`config.mk`:
```
export PLATFORM = sky130hd
export DESIGN_NAME = gbt_mac
export DESIGN_NICKNAME = d
export VERILOG_FILES = /design/src/rtl/core/gbt_pkg.sv /design/src/rtl/core/gbt_mac.sv
export SDC_FILE = /design/constraint.sdc
export NUM_CORES = 1
export LEC_CHECK = 0
export BUFFER_PORTS_ARGS = -buffer_cell sky130_fd_sc_hd__buf_2
export CAP_MARGIN = 40
export CORE_AREA = 2 2 214 174
export CTS_BUF_LIST = sky130_fd_sc_hd__clkbuf_8
export DETAILED_ROUTE_END_ITERATION = 10
export DIE_AREA = 0 0 216 176
export GPL_ROUTABILITY_DRIVEN = 0
export GPL_TIMING_DRIVEN = 0
export MAX_ROUTING_LAYER = met4
export PLACE_DENSITY = 0.79
export REMOVE_ABC_BUFFERS = 1
export SYNTH_ARGS = -nofsm -noshare
export SYNTH_HDL_FRONTEND = slang
export SYNTH_SLANG_ARGS = --single-unit
```
`constraint.sdc`:
```
create_clock -name clock -period 13.8 [get_ports clock]
set_input_delay 1.38 -clock clock [delete_from_list [all_inputs] [get_ports clock]]
set_output_delay 1.38 -clock clock [all_outputs]
set_load 0.1 [all_outputs]
```
`src/rtl/core/gbt_pkg.sv`:
```
// shared types, constants and helpers of the transposed gemm block
`timescale 1ns / 1ps

package gbt_pkg;

   localparam int MAX_DIM_DEFAULT = 8;
   localparam int DIM_W           = 4;
   localparam int IDX_W           = 3;
   localparam int VAL_W           = 16;
   localparam int CSR_IDX_W       = 3;
   localparam int CSR_DATA_W      = 16;
   localparam int ELEM_W          = 7;
   localparam int MUL_W           = 18;
   localparam int PROD_W          = 2 * MUL_W;
   localparam int SUM_W           = 35;
   localparam int ACC_W           = 51;
   localparam int SUM_LO_W        = 17;

   typedef enum logic [1:0] {
      CMD_LOAD_A = 2'd0,
      CMD_LOAD_B = 2'd1,
      CMD_LOAD_C = 2'd2,
      CMD_RUN    = 2'd3
   } cmd_type;

   typedef enum logic [CSR_IDX_W-1:0] {
      CSR_ROWS_M     = 3'd0,
      CSR_COLS_N     = 3'd1,
      CSR_INNER_K    = 3'd2,
      CSR_ALPHA_GAIN = 3'd3,
      CSR_BETA_GAIN  = 3'd4
   } csr_index_type;

   typedef enum logic [3:0] {
      ST_IDLE,
      ST_START,
      ST_MUL,
      ST_ACC,
      ST_ALO,
      ST_AHI,
      ST_BETA,
      ST_BADD,
      ST_OUT
   } seq_state_type;

   typedef enum logic [2:0] {
      MOP_NONE,
      MOP_AB,
      MOP_ALO,
      MOP_AHI,
      MOP_BC
   } mac_op_type;

   typedef struct packed {
      mac_op_type op;
      logic       sum_clr;
      logic       sum_add;
      logic       acc_clr;
      logic       acc_add;
   } mac_ctrl_type;

   // flat store index of element (r, c) with a row pitch of dim
   function automatic logic [ELEM_W-1:0] elem_index(logic [IDX_W-1:0] r,
                                                   logic [IDX_W-1:0] c,
                                                   logic [DIM_W-1:0] dim);
      return ELEM_W'(r) * ELEM_W'(dim) + ELEM_W'(c);
   endfunction

endpackage

```
`src/rtl/core/gbt_mac.sv`:
```
// shared 18x18 multiplier with the inner-product and output accumulators
`timescale 1ns / 1ps

module gbt_mac (
   input  logic                             clock,
   input  gbt_pkg::mac_ctrl_type            ctrl,
   input  logic signed [gbt_pkg::VAL_W-1:0] a_val,
   input  logic signed [gbt_pkg::VAL_W-1:0] b_val,
   input  logic signed [gbt_pkg::VAL_W-1:0] c_val,
   input  logic signed [gbt_pkg::VAL_W-1:0] alpha,
   input  logic signed [gbt_pkg::VAL_W-1:0] beta,
   output logic signed [gbt_pkg::VAL_W-1:0] result
);
   import gbt_pkg::*;

   typedef enum logic [1:0] {
      SH_0,
      SH_8,
      SH_17
   } shift_type;

   logic signed [MUL_W-1:0]  x;
   logic signed [MUL_W-1:0]  y;
   logic signed [PROD_W-1:0] prod;
   shift_type                shift_in;
   logic signed [PROD_W-1:0] p_ff;
   shift_type                shift_ff;
   logic signed [SUM_W-1:0]  sum_ff;
   logic signed [ACC_W-1:0]  acc_ff;
   logic signed [ACC_W-1:0]  addend;
   logic signed [SUM_W-1:0]  scaled;
   logic                     in_range;

   always_comb begin
      x        = '0;
      y        = '0;
      shift_in = SH_0;
      case (ctrl.op)
         MOP_AB: begin
            x = MUL_W'(a_val);
            y = MUL_W'(b_val);
         end
         // alpha times the low 17 bits of the sum, taken as unsigned
         MOP_ALO: begin
            x = MUL_W'(alpha);
            y = $signed({1'b0, sum_ff[SUM_LO_W-1:0]});
         end
         MOP_AHI: begin
            x        = MUL_W'(alpha);
            y        = sum_ff[SUM_W-1:SUM_LO_W];
            shift_in = SH_17;
         end
         MOP_BC: begin
            x        = MUL_W'(beta);
            y        = MUL_W'(c_val);
            shift_in = SH_8;
         end
         default: begin
            x = '0;
            y = '0;
         end
      endcase
   end

   assign prod = x * y;

   always_ff @(posedge clock) begin
      if (ctrl.op != MOP_NONE) begin
         p_ff     <= prod;
         shift_ff <= shift_in;
      end
   end

   always_comb begin
      case (shift_ff)
         SH_8:    addend = ACC_W'(p_ff) <<< 8;
         SH_17:   addend = ACC_W'(p_ff) <<< SUM_LO_W;
         default: addend = ACC_W'(p_ff);
      endcase
   end

   always_ff @(posedge clock) begin
      if (ctrl.sum_clr) begin
         sum_ff <= '0;
      end else if (ctrl.sum_add) begin
         sum_ff <= sum_ff + SUM_W'(p_ff);
      end
   end

   always_ff @(posedge clock) begin
      if (ctrl.acc_clr) begin
         acc_ff <= '0;
      end else if (ctrl.acc_add) begin
         acc_ff <= acc_ff + addend;
      end
   end

   // floor shift by 16, then clamp to 16 bits
   assign scaled   = acc_ff[ACC_W-1:16];
   assign in_range = (scaled[SUM_W-1:VAL_W-1] == '0) || (scaled[SUM_W-1:VAL_W-1] == '1);
   assign result   = in_range ? scaled[VAL_W-1:0]
                   : (scaled[SUM_W-1] ? {1'b1, {(VAL_W-1){1'b0}}}
                                      : {1'b0, {(VAL_W-1){1'b1}}});

endmodule

```
## Yosys cells after proc, flatten, opt, wreduce, memory -nomap -nowiden

Cells that the tools add are included.

- Register bits after elaboration: 124
- Bits of input ports: 88
- Word-level logic and storage cells: 24

- $add $sub $neg: 2
- Multipliers: 1
- Eq/ne operators: 7
- Muxes and demuxes: 6
- Reductions and logical operators: 4

Operators with widths:

| kind | number |
|---|---|
| $pmux 51 s2 | 1 |
| $pmux 18 s4 | 1 |
| $pmux 18 s3 | 1 |
| $add 51x51->51 | 1 |
| $mul 18x18->36 | 1 |
| $add 35x35->35 | 1 |
| $mux 16 | 2 |
| $eq 20x20->1 const B | 1 |
| $logic_not 20->1 | 1 |
| $eq 3x2->1 const B | 2 |
| $pmux 2 s2 | 1 |
| $eq 3x1->1 const B | 1 |
| $eq 3x3->1 const B | 1 |
| $reduce_bool 3->1 | 1 |
| $eq 2x1->1 const B | 1 |
| $eq 2x2->1 const B | 1 |
| $reduce_or 2->1 | 1 |
| $logic_or 1x1->1 | 1 |

## Depth between registers and ports, before layout

- Word-level depth: 4
- Mapped depth: 32
- Depth with buffers taken out: 28

## Worst setup path before layout

OpenSTA, ideal clock, no wires.

- Path type: in2reg
- Start: in ctrl[5] (netlist bit)
- End: reg p_ff[33] (data pin)
- Setup time: 0.266 ns
- Data arrival time: 8.859 ns
- Slack: 4.675 ns
- Stages: 27
- Path through: clkbuf_1 -> nor3b_1 -> clkbuf_1 -> a221o_1 -> clkbuf_1 -> nand2_1 -> fa_1 -> inv_1 -> fa_1 -> ha_1 -> inv_1 -> fa_1 -> inv_1 -> fa_1 -> inv_1 -> fa_1 -> inv_1 -> ha_1 -> clkbuf_1 -> a21o_1 -> a21o_1 -> a21o_1 -> a221oi_1 -> o21ai_2 -> a2111oi_0 -> nor3_1 -> xor2_1

- Cells in the longest elaborated chain, start to end: 4
- Elaborated cells on any way between the ends: 8

RTL lines:

| item | line | RTL |
|---|---|---|
| start, declared | gbt_mac.sv:6 | `input gbt_pkg::mac_ctrl_type ctrl,` |
| $eq 3x2->1 | gbt_mac.sv:38 | `case (ctrl.op)` |
| $reduce_or 2->1 (no source line) | -- |  |
| $pmux 18 s3 | gbt_mac.sv:38 |  |
| $mul 18x18->36 (*) | gbt_mac.sv:65 | `assign prod = x * y;` |
| named net prod[33] | gbt_mac.sv:24 | `logic signed [PROD_W-1:0] prod;` |
| end signal, assigned | gbt_mac.sv:69 | `p_ff <= prod;` |
| end, declared | gbt_mac.sv:26 | `logic signed [PROD_W-1:0] p_ff;` |

Mark *: on every way through the listed nets, which the timed path passes. The rest lies on a longest branch.
A chain may end at the register's enable or synchronous reset.

## Worst setup path after layout

Ends and elaborated chain as after synthesis.

==> impl_results.md <==
* Post-synthesis cell type count at 66
* Worst flop-to-flop path startpoint: sum_ff[24]$_SDFFE_PP0P_
* Area share of the largest cell type after synthesis at 28.9%
* Mapped cell area at 21300 µm²
* Worst vdd ir at 0.175 mV
* Initial antenna violation count at 0
* Clk buf depth at 2
* Hold-fix buffers, CTS at 0
* Die W at 216 µm
* Clk sinks at 124
* Commonest cells in the netlist: inv_1, nor2_1, fa_1
* Fraction of layout cells with a size suffix above 1 at 7.86%
* Inst Count DP at 3043
* CP Capture Type: flop
* Register-to-register setup slack at 5.87 ns
* Min Clock Period, post-route at 9.80 ns
* Clock transition at path regs at 0.08 ns
* Final Slew Violations at 0
* Post-route ant nets at 0
* CORE AREA at 35700 µm²
* Vias in the first global route at 18800
* I/O Buffers at 103
* Synth warn at 0
* Hold Crit Depth at 2
* Path depth of the worst reg2reg path at 23
* Vias at 19100
* Detailed-placement wirelength estimate at 51.4 mm
* Largest area contributor in the netlist: fa_1
* Top-count cell post-synth: inv_1
* Maxcap violations at 0
* Worst R2R End: p_ff[33]$_DFFE_PP_
* Finished Layout Cells at 3077
* Mapped Avg Cell Area at 8.41 µm²
* I/O Pins at 104
* Psw at 2.17 mW
* RSZ-0062 raised after global routing: false
* First-pass GRT wire length at 98.8 mm
* DIE AREA at 38000 µm²
* Type of the worst setup path: in2reg
* Fmax at 102 MHz
* Hold endpoint: acc_ff[15]$_SDFFE_PP0P_
* Post-route cell area at 23000 µm²
* # rows at 62
* Pre-antenna DRT Iters at 6
* Max Fanout on Critical Path at 21
* Worst-margin pin slew at 1.03 ns
* Setup Skew at 0.0160 ns
* # DRC at 0
* Ys async rst share at 0%
* Initial DRC count at 2323
* Relative slew margins at 31.4%
* Clk root buf: clkbuf_8
* Area Growth Syn to Fin at 7.62%
* Final Hold Fails at 0
* Post-CTS sizing at 0
* Synth Flop Type: dfxtp_1
* Post-detailed-routing wire length at 62.7 mm
* Sw frac at 54.6%
* HP Start: acc_ff[15]$_SDFFE_PP0P_
* Register area share after synthesis at 13.4%
* CP arrival at 10.02 ns
* Mapped Cells at 2537
* Final setup fails at 0
* Nets at 3156
* Post-CTS setup repair buffer count at 0
* Total grt overflow at 0
* Area contributors post-synth: fa_1, ha_1, dfxtp_1
* Pin count of the biggest net entering global routing at 41
* Fill count at 3011
* CTS tree: built
* Via density at 6.21
* CTS Buf Count at 17
* Placed Instance Area at 22500 µm²
* Area of the multi-input gates at 16700 µm²
* Worst-Skew Late Latency at 0.48 ns
* Register share of total power at 19.8%
* Initial Util at 59.8%
* Part of the power in the clock network at 9.8%
* Combinational share of power at 70.5%
* Static Leak at 11.4 nW
* Startpoint Class: input pin
* EDFF count, synth at 38
* Period utilization at 71.0%
* GRT Overall Usage at 34.2%
* Internal at 1.81 mW
* HP Class: reg2reg
* DIE HEIGHT at 176 µm
* H-tree levels at 4
* Avg WL per Cell at 20.4 µm
* Status: completed
* Flops & latches, synth at 124
* Power per cell area at 173 nW/µm²
* Worst EP required at 14.02 ns
* Register area at 2860 µm²
registers in the layout, indices dropped and copies added, names as in the netlist:
name	count
acc_ff	51
p_ff	36
sum_ff	35
shift_ff	2
per-layer routing:
metal  wire, µm  track usage, %  part of all wire, %
met5          0               -                    0
met4       2000            10.5                  3.2
met3       7900            8.48                   13
met2      28000            51.2                   45
met1      24900            46.0                   40
cell usage in the layout (no fill, tap or decap), drive strengths merged, types with 86 or more instances in the layout:
master | netlist | layout
inv | 385 | 388
nand2 | 221 | 221
ha | 177 | 177
a21oi | 128 | 128
o21ai | 101 | 101
fa | 308 | 308
dfxtp | 86 | 86
nor2 | 326 | 326
buf | 10 | 147
a21o | 89 | 89
logic make-up after synthesis:
group,Yosys count,synth area share (%)
simple gates,726,14.8
buf+inv,505,8.89
mux,44,2.07
flops,124,13.4
compound gates,552,17.5
fa+ha+maj,485,39.3
xor+xnor,101,4.14
power by group through the flow:
stage	Sequential (mW)	Combinational (mW)	Clock, mW
finish	0.786	2.81	0.388
global route	0.783	3.09	0.406
CTS	0.765	2.77	0.391
detailed placement	0.771	2.74	0
global placement	0.766	2.63	0
floorplan	0.660	2.14	0
final cells by class:
type                       count  share of cell area (%)
antenna                        1                  0.0109
clock buffer                  17                    1.02
clock inverter                15                   0.964
inverter                     385                    6.29
multi-input combinational   1908                    72.5
sequential                   124                    12.5
tap                          480                    2.61
timing repair buffer         147                    4.14
metrics by stage:
| stage | util [%] | setup WS (ns) | power [mW] | hold slack [ns] | TNS [ns] |
|---|---|---|---|---|---|
| after floorplan | - | 2.45 | 2.80 | 0.451 | 0 |
| after global routing | 64.4 | 3.36 | 4.28 | 0.515 | 0 |
| after global placement | 61.7 | -1.05 | 3.39 | 0.469 | -5.94 |
| after CTS | 64.3 | 4.10 | 3.92 | 0.495 | 0 |
| after detailed placement | 63.1 | 3.64 | 3.52 | 0.483 | 0 |
| final | 64.4 | 4.00 | 3.98 | 0.493 | 0 |
critical path: stages:
cell       delay (ns)
buf_2            0.22
nor2b_1          0.27
nor2b_2          0.70
buf_8            0.24
a22o_1           0.25
a221o_1          0.46
nand2_1          0.27
fa_1             0.66
inv_1            0.15
fa_1             0.57
ha_1             0.64
inv_1            0.14
fa_1             0.52
inv_1            0.05
fa_1             0.47
inv_1            0.06
fa_1             0.53
inv_1            0.04
ha_1             0.42
a21o_1           0.24
a21o_1           0.17
a21o_1           0.18
a221oi_1         0.44
o21ai_2          0.16
a2111oi_0        0.45
nor3_1           0.14
xor2_1           0.16
worst max-delay path by stage:
| stage | slack [ns] | cells past startpoint | start | end |
|---|---|---|---|---|
| global placement | -1.05 | 22 | ctrl[6] | p_ff[35]$_DFFE_PP_ |
| global route | 3.36 | 27 | ctrl[5] | p_ff[33]$_DFFE_PP_ |
| finish | 4.00 | 27 | ctrl[5] | p_ff[33]$_DFFE_PP_ |
| CTS | 4.10 | 27 | ctrl[5] | p_ff[33]$_DFFE_PP_ |
| floorplan | 2.45 | 21 | ctrl[5] | p_ff[33]$_DFFE_PP_ |
| detailed placement | 3.64 | 27 | ctrl[5] | p_ff[33]$_DFFE_PP_ |
Note: power is estimated with default switching activity, not from simulation.
