### config.mk
export PLATFORM = sky130hd
export DESIGN_NAME = gbt_seq
export DESIGN_NICKNAME = d
export VERILOG_FILES = /design/src/rtl/core/gbt_pkg.sv /design/src/rtl/core/gbt_seq.sv
export SDC_FILE = /design/constraint.sdc
export NUM_CORES = 1
export LEC_CHECK = 0
export ABC_CLOCK_PERIOD_IN_PS = 5500
export BUFFER_PORTS_ARGS = -buffer_cell sky130_fd_sc_hd__buf_2
export CORE_AREA = 4 4 69 55
export CTS_BUF_LIST = sky130_fd_sc_hd__clkbuf_8
export DETAILED_ROUTE_END_ITERATION = 10
export DIE_AREA = 0 0 73 59
export HOLD_SLACK_MARGIN = 0.12
export PLACE_DENSITY = 0.66
export SLEW_MARGIN = 15
export SYNTH_ARGS = -nofsm -noshare
export SYNTH_HDL_FRONTEND = slang
export SYNTH_SLANG_ARGS = --single-unit
### constraint.sdc
create_clock -name clock -period 5.5 [get_ports clock]
set_clock_uncertainty 0.2 [all_clocks]
set_input_delay 0.825 -clock clock [delete_from_list [all_inputs] [get_ports clock]]
set_output_delay 0.825 -clock clock [all_outputs]
set_load 0.005 [all_outputs]
### src/rtl/core/gbt_pkg.sv
// shared types, constants and helpers of the transposed gemm block
`timescale 1ns / 1ps

package gbt_pkg;

   localparam int MAX_DIM_DEFAULT = 8;
   localparam int DIM_W           = 4;
   localparam int IDX_W           = 3;
   localparam int VAL_W           = 16;
   localparam int CSR_IDX_W       = 3;
   localparam int CSR_DATA_W      = 16;
   localparam int ELEM_W          = 7;
   localparam int MUL_W           = 18;
   localparam int PROD_W          = 2 * MUL_W;
   localparam int SUM_W           = 35;
   localparam int ACC_W           = 51;
   localparam int SUM_LO_W        = 17;

   typedef enum logic [1:0] {
      CMD_LOAD_A = 2'd0,
      CMD_LOAD_B = 2'd1,
      CMD_LOAD_C = 2'd2,
      CMD_RUN    = 2'd3
   } cmd_type;

   typedef enum logic [CSR_IDX_W-1:0] {
      CSR_ROWS_M     = 3'd0,
      CSR_COLS_N     = 3'd1,
      CSR_INNER_K    = 3'd2,
      CSR_ALPHA_GAIN = 3'd3,
      CSR_BETA_GAIN  = 3'd4
   } csr_index_type;

   typedef enum logic [3:0] {
      ST_IDLE,
      ST_START,
      ST_MUL,
      ST_ACC,
      ST_ALO,
      ST_AHI,
      ST_BETA,
      ST_BADD,
      ST_OUT
   } seq_state_type;

   typedef enum logic [2:0] {
      MOP_NONE,
      MOP_AB,
      MOP_ALO,
      MOP_AHI,
      MOP_BC
   } mac_op_type;

   typedef struct packed {
      mac_op_type op;
      logic       sum_clr;
      logic       sum_add;
      logic       acc_clr;
      logic       acc_add;
   } mac_ctrl_type;

   // flat store index of element (r, c) with a row pitch of dim
   function automatic logic [ELEM_W-1:0] elem_index(logic [IDX_W-1:0] r,
                                                   logic [IDX_W-1:0] c,
                                                   logic [DIM_W-1:0] dim);
      return ELEM_W'(r) * ELEM_W'(dim) + ELEM_W'(c);
   endfunction

endpackage

### src/rtl/core/gbt_seq.sv
// sequencer: walks the C elements and the inner dimension, drives the mac
`timescale 1ns / 1ps

module gbt_seq #(
   parameter int MAX_DIM = gbt_pkg::MAX_DIM_DEFAULT,
   parameter int ADDR_W  = 6
) (
   input  logic                         clock,
   input  logic                         reset,
   input  logic                         req_fire,
   input  logic [1:0]                   req_command,
   input  logic [gbt_pkg::DIM_W-1:0]    rows_m,
   input  logic [gbt_pkg::DIM_W-1:0]    cols_n,
   input  logic [gbt_pkg::DIM_W-1:0]    inner_k,
   input  logic                         out_free,
   output logic                         req_ready,
   output gbt_pkg::mac_ctrl_type        mac_ctrl,
   output logic [ADDR_W-1:0]            a_addr,
   output logic [ADDR_W-1:0]            b_addr,
   output logic [ADDR_W-1:0]            c_addr,
   output logic                         emit,
   output logic [gbt_pkg::IDX_W-1:0]    emit_row,
   output logic [gbt_pkg::IDX_W-1:0]    emit_col,
   output logic                         emit_last
);
   import gbt_pkg::*;

   localparam int CNT_W = (MAX_DIM > 1) ? $clog2(MAX_DIM) : 1;
   localparam logic [DIM_W-1:0] PITCH = DIM_W'(MAX_DIM);

   seq_state_type    state_ff;
   seq_state_type    state_in;
   logic [CNT_W-1:0] i_ff;
   logic [CNT_W-1:0] i_in;
   logic [CNT_W-1:0] j_ff;
   logic [CNT_W-1:0] j_in;
   logic [CNT_W-1:0] l_ff;
   logic [CNT_W-1:0] l_in;
   logic             run_go;
   logic             last_i;
   logic             last_j;
   logic             last_l;

   assign run_go = req_fire && (req_command == CMD_RUN) && (rows_m != '0) && (cols_n != '0);
   assign last_i = (DIM_W'(i_ff) + DIM_W'(1)) == rows_m;
   assign last_j = (DIM_W'(j_ff) + DIM_W'(1)) == cols_n;
   assign last_l = (DIM_W'(l_ff) + DIM_W'(1)) == inner_k;

   always_ff @(posedge clock) begin
      if (reset) begin
         state_ff <= ST_IDLE;
      end else begin
         state_ff <= state_in;
      end
   end

   always_ff @(posedge clock) begin
      i_ff <= i_in;
      j_ff <= j_in;
      l_ff <= l_in;
   end

   always_comb begin
      state_in = state_ff;
      unique case (state_ff)
         ST_IDLE:  if (run_go) state_in = ST_START;
         ST_START: state_in = (inner_k == '0) ? ST_ALO : ST_MUL;
         ST_MUL:   state_in = ST_ACC;
         ST_ACC:   state_in = last_l ? ST_ALO : ST_MUL;
         ST_ALO:   state_in = ST_AHI;
         ST_AHI:   state_in = ST_BETA;
         ST_BETA:  state_in = ST_BADD;
         ST_BADD:  state_in = ST_OUT;
         ST_OUT: begin
            if (out_free) begin
               state_in = (last_i && last_j) ? ST_IDLE : ST_START;
            end
         end
         default:  state_in = ST_IDLE;
      endcase
   end

   // counters; store reads are addressed from the next values so data lines up
   always_comb begin
      i_in = i_ff;
      j_in = j_ff;
      l_in = l_ff;
      if (state_ff == ST_IDLE && run_go) begin
         i_in = '0;
         j_in = '0;
         l_in = '0;
      end else if (state_ff == ST_ACC && !last_l) begin
         l_in = l_ff + CNT_W'(1);
      end else if (state_ff == ST_OUT && out_free) begin
         l_in = '0;
         if (last_i) begin
            i_in = '0;
            j_in = j_ff + CNT_W'(1);
         end else begin
            i_in = i_ff + CNT_W'(1);
         end
      end
   end

   always_comb begin
      mac_ctrl = '{op: MOP_NONE, sum_clr: 1'b0, sum_add: 1'b0, acc_clr: 1'b0, acc_add: 1'b0};
      req_ready = 1'b0;
      emit      = 1'b0;
      unique case (state_ff)
         ST_IDLE:  req_ready = 1'b1;
         ST_START: begin
            mac_ctrl.sum_clr = 1'b1;
            mac_ctrl.acc_clr = 1'b1;
         end
         ST_MUL:   mac_ctrl.op = MOP_AB;
         ST_ACC:   mac_ctrl.sum_add = 1'b1;
         ST_ALO:   mac_ctrl.op = MOP_ALO;
         ST_AHI: begin
            mac_ctrl.op      = MOP_AHI;
            mac_ctrl.acc_add = 1'b1;
         end
         ST_BETA: begin
            mac_ctrl.op      = MOP_BC;
            mac_ctrl.acc_add = 1'b1;
         end
         ST_BADD:  mac_ctrl.acc_add = 1'b1;
         ST_OUT:   emit = out_free;
         default:  req_ready = 1'b0;
      endcase
   end

   // A is addressed [l][i], B is [j][l], C is [i][j]
   assign a_addr = ADDR_W'(elem_index(IDX_W'(l_in), IDX_W'(i_in), PITCH));
   assign b_addr = ADDR_W'(elem_index(IDX_W'(j_in), IDX_W'(l_in), PITCH));
   assign c_addr = ADDR_W'(elem_index(IDX_W'(i_in), IDX_W'(j_in), PITCH));

   assign emit_row  = IDX_W'(i_ff);
   assign emit_col  = IDX_W'(j_ff);
   assign emit_last = last_i && last_j;

endmodule

### Word level (Yosys, flattened, before mapping)

Index checks and enable logic that the tools add are counted.

| cells by class | value |
|---|---|
| add/sub/neg operators | 9 |
| eq/ne operators | 14 |
| reduce and logical (&&, ||, !) cells | 14 |
| mux-type cells | 23 |

Operators by type and width:

| cell | count |
|---|---|
| 3-bit two-way mux | 13 |
| 4-bit one-hot mux with 9 select lines | 1 |
| 6-bit by 3-bit adder with 6-bit output | 3 |
| 4-bit by 3-bit equality test with 1-bit output, second input constant | 4 |
| 3-bit by 1-bit adder with 4-bit output, second input constant | 3 |
| 4-bit equality test | 3 |
| 3-bit one-hot mux with 4 select lines | 1 |
| 3-bit by 1-bit adder with 3-bit output, second input constant | 3 |
| 4-bit by 2-bit equality test with 1-bit output, second input constant | 2 |
| 4-bit logical NOT | 2 |
| 4-bit two-way mux | 2 |
| 4-bit nonzero test | 2 |
| 1-bit logical AND | 7 |
| 1-bit two-way mux | 6 |
| 4-bit by 1-bit equality test with 1-bit output, second input constant | 1 |
| 4-bit equality test, second input constant | 1 |
| 2-bit inequality test, second input constant | 2 |
| 3-bit OR reduction | 1 |
| 2-bit equality test, second input constant | 1 |
| 2-bit AND reduction | 1 |
| 1-bit logical NOT | 1 |

| storage, ports and cells | value |
|---|---|
| flip-flop bits (word level) | 13 |
| output and inout bits | 34 |
| input port bits | 18 |
| word-level logic and storage cells | 64 |

### Depth between registers and ports, before layout

Gate-level depths: netlist (run 1).

| depth | value |
|---|---|
| word-level depth | 7 |
| depth in mapped cells | 9 |
| gate-level depth less buffers | 7 |

### Least setup slack after synthesis (run 1)

No wires, ideal clock.

| timing | value |
|---|---|
| kind | in2out |
| start point | input port rows_m[0] in the netlist's numbering |
| end point | output port b_addr[2] |
| arrival | 2110 ps |
| setup slack | 2365 ps |
| path buffers | 2 |
| required time | 4475 ps |
| cell stages on the path | 6 |
| cell sequence | nor4_1 -> nor3_1 -> and2_1 -> buf_2 -> nor4_1 -> buf_4 |

| between the ends | value |
|---|---|
| longest elaborated chain between the ends | 6 |

Ends and longest elaborated chain:

| item | line | text |
|---|---|---|
| start, declared | gbt_seq.sv:12 | `input logic [gbt_pkg::DIM_W-1:0] rows_m,` |
| 4-bit nonzero test | gbt_seq.sv:44 | `assign run_go = req_fire && (req_command == CMD_RUN) && (rows_m != '0) && (cols_n != '0);` |
| 1-bit logical AND (2 in a row) | gbt_seq.sv:44 |  |
| 1-bit logical AND | gbt_seq.sv:88 | `if (state_ff == ST_IDLE && run_go) begin` |
| 3-bit two-way mux | gbt_seq.sv:88 |  |
| 6-bit by 3-bit adder with 6-bit output | gbt_pkg.sv:66 | `return ELEM_W'(r) * ELEM_W'(dim) + ELEM_W'(c);` |
| end, declared | gbt_seq.sv:19 | `output logic [ADDR_W-1:0] b_addr,` |

Every way passes these cells.

### Worst setup path in the final report (run 1)

| timing | value |
|---|---|
| start point | register i_ff[0], in the netlist emit_row[0] |
| end point | output port b_addr[5] |

| between the ends | value |
|---|---|
| longest elaborated chain between the ends | 7 |

Ends and longest elaborated chain:

| item | line | text |
|---|---|---|
| start, declared | gbt_seq.sv:33 | `logic [CNT_W-1:0] i_ff;` |
| start signal, assigned | gbt_seq.sv:58 | `i_ff <= i_in;` |
| 3-bit by 1-bit adder with 4-bit output | gbt_seq.sv:45 | `assign last_i = (DIM_W'(i_ff) + DIM_W'(1)) == rows_m;` |
| 4-bit equality test | gbt_seq.sv:45 |  |
| 3-bit two-way mux | gbt_seq.sv:96 | `if (last_i) begin` |
| 3-bit two-way mux | gbt_seq.sv:94 | `end else if (state_ff == ST_OUT && out_free) begin` |
| 3-bit two-way mux | gbt_seq.sv:92 | `end else if (state_ff == ST_ACC && !last_l) begin` |
| 3-bit two-way mux | gbt_seq.sv:88 |  |
| 6-bit by 3-bit adder with 6-bit output | gbt_pkg.sv:66 |  |

Every way passes these cells.

==> flow_metrics.py, run 1 <==
metrics = {
    "power_and_ir_drop": {
        "power_density_mw_per_mm2": 193,
        "vdd.ir_drop.worst_uv": 129,
        "leakage_nw": 0.639,
        "power_w": 0.000247,
    },
    "global_routing": {
        "grtUsageTotal": 0.118,
        "antenna_found_initial": 0,
        "grt_max_degree": 15,
        "grt_first_pass_wirelength_um": 4000,
        "grt_pass1_vias": 921,
        "grt-ovfl-total": 0,
    },
    "route": {
        "drtPass1Iterations": 4,
        "drc": 0,
        "first_iter_violations": 53,
        "antenna_left": 0,
        "routedWlPerCell_um": 11.9,
        "totalWireLength_um": 2560,
        "via_per_inst": 4.87,
        "vias": 1047,
    },
    "setup_path": {
        "crit_required_ps": 4470,
        "cp-start-kind": "flip-flop",
        "slowest_delay_ps": 520,
        "path_buf_inv": 1,
        "critical-path-top-delay-family": "simple AND/OR/NAND/NOR gates",
        "worstPathCellList": "ha_1, xor2_1, and3_1, o211ai_2, or4_1, a21oi_1, buf_2",
        "cp_slowest_cell": "or4_1",
        "crit_type": "reg -> out",
        "worst-path-max-fanout": 11,
        "critPathArrivalTime_ps": 2430,
        "endpoint_kind": "output pin",
    },
    "yosys": {
        "synth_cell_types": 40,
        "ys_warn_count": 0,
        "syn_area_mm2": 0.00104,
        "ys_seq_elements": 13,
        "synth_nets": 158,
        "syn_avg_cell_area_um2": 7.63,
        "syn_inst": 137,
        "yosysSeqAreaShare": 0.249,
    },
    "timing": {
        "min_period_over_period": 0.628,
        "rsz0062_at_grt": "false",
        "hold_viol": 0,
        "final-setup-viol-count": 0,
        "slew_headroom": 0.667,
        "slew_viol_final": 0,
        "tightest_slew_ps": 495,
        "fin_setup_tns_ps": 0,
        "finalCriticalPeriod_ps": 3450,
        "fmax_mhz": 290,
    },
    "die": {
        "start_util": 0.329,
        "core_area_mm2": 0.00318,
        "dieArea_mm2": 0.00431,
        "ioPinCount": 52,
        "die_y_um": 59,
        "fp.dieW_um": 73,
        "num_rows": 18,
    },
    "clock_network": {
        "insertion_delay_ps": 240,
        "clockBufferDepth": 2,
        "cts_tree": "done",
        "h-tree-depth": 1,
        "cts_hold_buf": 0,
        "clk_pin_slew_ps": 50,
        "numCtsBuffers": 3,
        "clock-root-buffer": "clkbuf_8",
        "cts_sinks": 13,
        "cts_resized": 0,
        "cts_setup_buffers": 0,
    },
    "place": {
        "gp_congestion": 0.783,
        "portBuffers": 51,
        "dp_hpwl_um": 2050,
    },
    "run_status": {
        "outcome": "completed",
    },
    "cells_and_area": {
        "drive_gt1_frac": 0.366,
        "final_cell_mix": "buf_2, nor2_1, dfxtp_1",
        "diodes": 0,
        "seqCellArea_um2": 260,
        "final_common_cell": "buf_2",
        "multi_input_area_um2": 651,
        "area_growth_syn_to_layout_pct": 22.5,
        "fillers": 336,
        "nets": 197,
    },
    "worst_hold_path": {
        "hold_class": "reg -> reg",
    },
    "job": {
        "drv_cap": 0,
    },
}
-- flip-flops by register name, indices dropped and copies added, names as in the netlist --
register / count
emit_col: 3
emit_row: 3
l_ff: 3
state_ff: 4
-- synthesized netlist by cell type, drive strengths merged --
master,n,share of area
nor4b,1,0.014
nand3b,2,0.014
nand2b,3,0.018
or4,2,0.014
and2,2,0.012
nand4b,1,0.0084
o211a,1,0.0096
a31oi,1,0.0060
inv,5,0.018
a21bo,1,0.0096
o41ai,1,0.016
ha,3,0.036
mux2,1,0.011
nand2,12,0.043
nor2,17,0.061
a211oi,1,0.012
and3,2,0.012
or3,1,0.0060
o22ai,1,0.012
o21ai,6,0.029
xor2,5,0.042
buf,16,0.11
xnor2,5,0.042
nor4,4,0.024
and3b,1,0.0084
a21oi,10,0.051
nand3,7,0.034
nor3,4,0.024
dfxtp,13,0.25
nor2b,1,0.0060
o31ai,3,0.022
clkbuf,1,0.0036
o211ai,3,0.026
-- worst min-delay path, delay by kind of cell, from the launching register on --
| family | cells | cell delay (ps) |
|---|---|---|
| DFF | 1 | 350 |
| and+or+nand+nor | 1 | 70 |
| AOI/OAI and AO/OA | 1 | 70 |
-- metal layers --
metal  vias to the layer above  GRT usage  wire length, um
met5                         -          0                0
met3                         2     0.0407              164
met2                        27      0.195             1200
met1                       465      0.145             1180
li1                        553          -                -
met4                         0     0.0316               20
-- per-stage QoR --
step                      setup slack, ps  instance area [um^2]   util  hold WS [ps]  cells
after floorplan                      2370                  1040      -           336    137
after global placement               2060                  1230  0.389           337    211
after detailed placement             2070                  1230  0.389           345    211
after CTS                            2030                  1280  0.403           353    215
after global routing                 1900                  1280  0.403           395    215
final                                2050                  1280  0.403           347    215
-- power by group --
group          switching, W  leakage [nW]  internal [W]
registers        0.00000866         0.105     0.0000990
logic             0.0000281         0.507     0.0000273
clock network     0.0000344        0.0269     0.0000493
-- logic make-up after synthesis --
group           count (synthesis)  synth area share
mux                             1            0.0108
simple gates                   60             0.299
flops                          13             0.249
compound gates                 28             0.193
buf+inv                        22             0.128
xor+xnor                       10            0.0838
fa+ha+maj                       3            0.0359
-- cell type report --
class / count / share of cell area
Timing Repair Buffer: 51 / 0.199
Tap cell: 40 / 0.0391
Clock buffer: 3 / 0.0323
Clock inverter: 1 / 0.00293
Inverter: 5 / 0.0147
Sequential cell: 13 / 0.203
Multi-Input combinational cell: 102 / 0.508
-- path summary, 6_finish.rpt --
| check | start | depth (start not counted) | to | slack, ps |
|---|---|---|---|---|
| worst min register to register | emit_row[1] | 2 | emit_row[1] | 350 |
| worst max register to register | emit_row[0] | 6 | emit_col[2] | 3180 |
| worst max-delay path | emit_row[0] | 7 | b_addr[5] | 2050 |
| worst min-delay path | emit_row[1] | 2 | emit_row[1] | 350 |
Note: power is estimated with default switching activity, not from simulation.
==> run 2, diff against run 1 <==
--- a/config.mk
+++ b/config.mk
@@ -5,7 +5,7 @@
 export SDC_FILE = /design/constraint.sdc
 export NUM_CORES = 1
 export LEC_CHECK = 0
-export ABC_CLOCK_PERIOD_IN_PS = 5500
+export ABC_CLOCK_PERIOD_IN_PS = 3200
 export BUFFER_PORTS_ARGS = -buffer_cell sky130_fd_sc_hd__buf_2
 export CORE_AREA = 4 4 69 55
 export CTS_BUF_LIST = sky130_fd_sc_hd__clkbuf_8
==> constraint.sdc (replaced) <==
create_clock -name clock -period 3.2 [get_ports clock]
set_clock_uncertainty 0.2 [all_clocks]
set_input_delay 0.48 -clock clock [delete_from_list [all_inputs] [get_ports clock]]
set_output_delay 0.48 -clock clock [all_outputs]
set_load 0.005 [all_outputs]
==> run 2 against run 1 <==
Via count decreased by 1.7%. Clock-buffer cell count did not move. Global-route usage increased by 0.37 points. Die area is the same. Register-to-register slack got worse by 2200 ps. Total power up 74%. First-iteration DRC count shrank 36%. Critical endpoint unchanged. Critical path depth did not move. Cell count rose by 0.47%. Clock power up 72%.
==> flow_metrics.py, run 2 (same netlist as run 1, synthesis figures left out) <==
metrics = {
    "global_routing": {
        "grtUsageTotal": 0.121,
        "antenna_found_initial": 0,
        "grt_pass1_vias": 950,
        "grt_first_pass_wirelength_um": 4150,
        "grt-ovfl-total": 0,
        "grt_max_degree": 15,
    },
    "power_and_ir_drop": {
        "seq_power_share": 0.432,
        "power_density_mw_per_mm2": 331,
        "leakage_nw": 0.642,
        "power_switching_w": 0.000124,
        "power_w": 0.000429,
        "vdd.ir_drop.worst_uv": 211,
        "switching_share": 0.289,
        "p_int_w": 0.000305,
        "p_clk_frac": 0.336,
        "combPwrFrac": 0.232,
    },
    "die": {
        "num_rows": 18,
        "ioPinCount": 52,
        "fp.dieW_um": 73,
        "dieArea_mm2": 0.00431,
        "die_y_um": 59,
        "core_area_mm2": 0.00318,
        "start_util": 0.329,
    },
    "place": {
        "gp_congestion": 0.890,
        "dp_hpwl_um": 2090,
        "placed_cells": 212,
        "portBuffers": 51,
    },
    "worst_hold_path": {
        "hold_class": "in -> reg",
    },
    "clock_network": {
        "insertion_delay_ps": 240,
        "clk_pin_slew_ps": 50,
        "clockBufferDepth": 2,
        "cts_sinks": 13,
        "h-tree-depth": 1,
        "numCtsBuffers": 3,
        "cts_tree": "done",
        "clock-root-buffer": "clkbuf_8",
    },
    "setup_path": {
        "endpoint_kind": "output pin",
        "crit_type": "reg -> out",
        "cp-start-kind": "flip-flop",
        "crit_required_ps": 2520,
        "worst-path-max-fanout": 11,
        "critPathArrivalTime_ps": 2300,
    },
    "timing": {
        "hold_viol": 0,
        "tightest_slew_ps": 412,
        "fmax_mhz": 335,
        "whs_ps": 279,
        "fin_setup_tns_ps": 0,
        "final-setup-viol-count": 0,
        "min_period_over_period": 0.933,
        "rsz0062_at_grt": "false",
        "slew_headroom": 0.723,
        "slew_viol_final": 0,
        "finalCriticalPeriod_ps": 2980,
    },
    "route": {
        "first_iter_violations": 34,
        "totalWireLength_um": 2540,
        "antenna_left": 0,
        "vias": 1029,
        "routedWlPerCell_um": 11.7,
        "drc": 0,
        "via_per_inst": 4.76,
        "drtPass1Iterations": 4,
    },
    "cells_and_area": {
        "diodes": 0,
        "final_common_cell": "buf_2",
        "final_cells": 216,
        "largest_register_ffs": 4,
        "drive_gt1_frac": 0.369,
        "post-route-util": 0.408,
        "regMostFlops": "state_ff",
        "final_cell_mix": "buf_2, nor2_1, dfxtp_1",
        "nets": 198,
        "area_growth_syn_to_layout_pct": 24.1,
    },
    "job": {
        "drv_cap": 0,
    },
    "run_status": {
        "outcome": "completed",
    },
}
[run 2: what timing repair did]
action                     CTS  global route
gates resized for setup      0             1
setup endpoints to repair    0             2
hold buffers                 0             0
setup buffers                0             0
[run 2: layout make-up]
cell class | instances | area, um^2
flip-flops and latches | 13 | 260
inverters | 5 | 18.8
well taps | 40 | 50.0
multi-input cells | 102 | 659
fillers | 345 | 1880
repair buffers | 52 | 263
clock inverters | 1 | 3.75
clock buffers | 3 | 41.3
[run 2: worst paths after layout]
check                                    to  slack, ps   startpoint  depth (start not counted)
worst max-delay path              b_addr[5]        220  emit_row[0]                          7
worst min-delay path            state_ff[2]        280        reset                          2
worst max register to register  emit_col[2]       1000  emit_row[0]                          6
worst min register to register  emit_row[1]        330  emit_row[1]                          2
[run 2: through the flow]
step	setup WS, ps	instance area (um^2)
2_1_floorplan	619	1040
3_3_place_gp	475	1240
3_5_place_dp	425	1240
4_1_cts	154	1290
5_1_grt	3.75	1300
6_report	215	1300
[run 2: routing by layer]
metal  wire [um]  part of all wire  vias to the layer above  GRT usage
met5           0                 0                        -          0
met4          34             0.013                        0     0.0447
met3         140             0.055                        4     0.0322
met2        1180              0.47                       21      0.196
met1        1180              0.46                      455      0.155
li1            -                 -                      549          -
[run 2: power by group through the flow]
stage                     combinational, W  sequential, W  clock [W]
after floorplan                  0.0000746       0.000180          0
after global placement           0.0000989       0.000189          0
after detailed placement         0.0000997       0.000189          0
after CTS                         0.000100       0.000185   0.000149
after global routing              0.000111       0.000188   0.000156
final                            0.0000995       0.000185   0.000144
[run 2: critical path: stages, from the launching register on]
cell	delay [ps]
dfxtp_1	350
ha_1	250
xor2_1	170
nor3_1	260
o211ai_4	180
or4_1	490
a21oi_1	200
buf_2	140
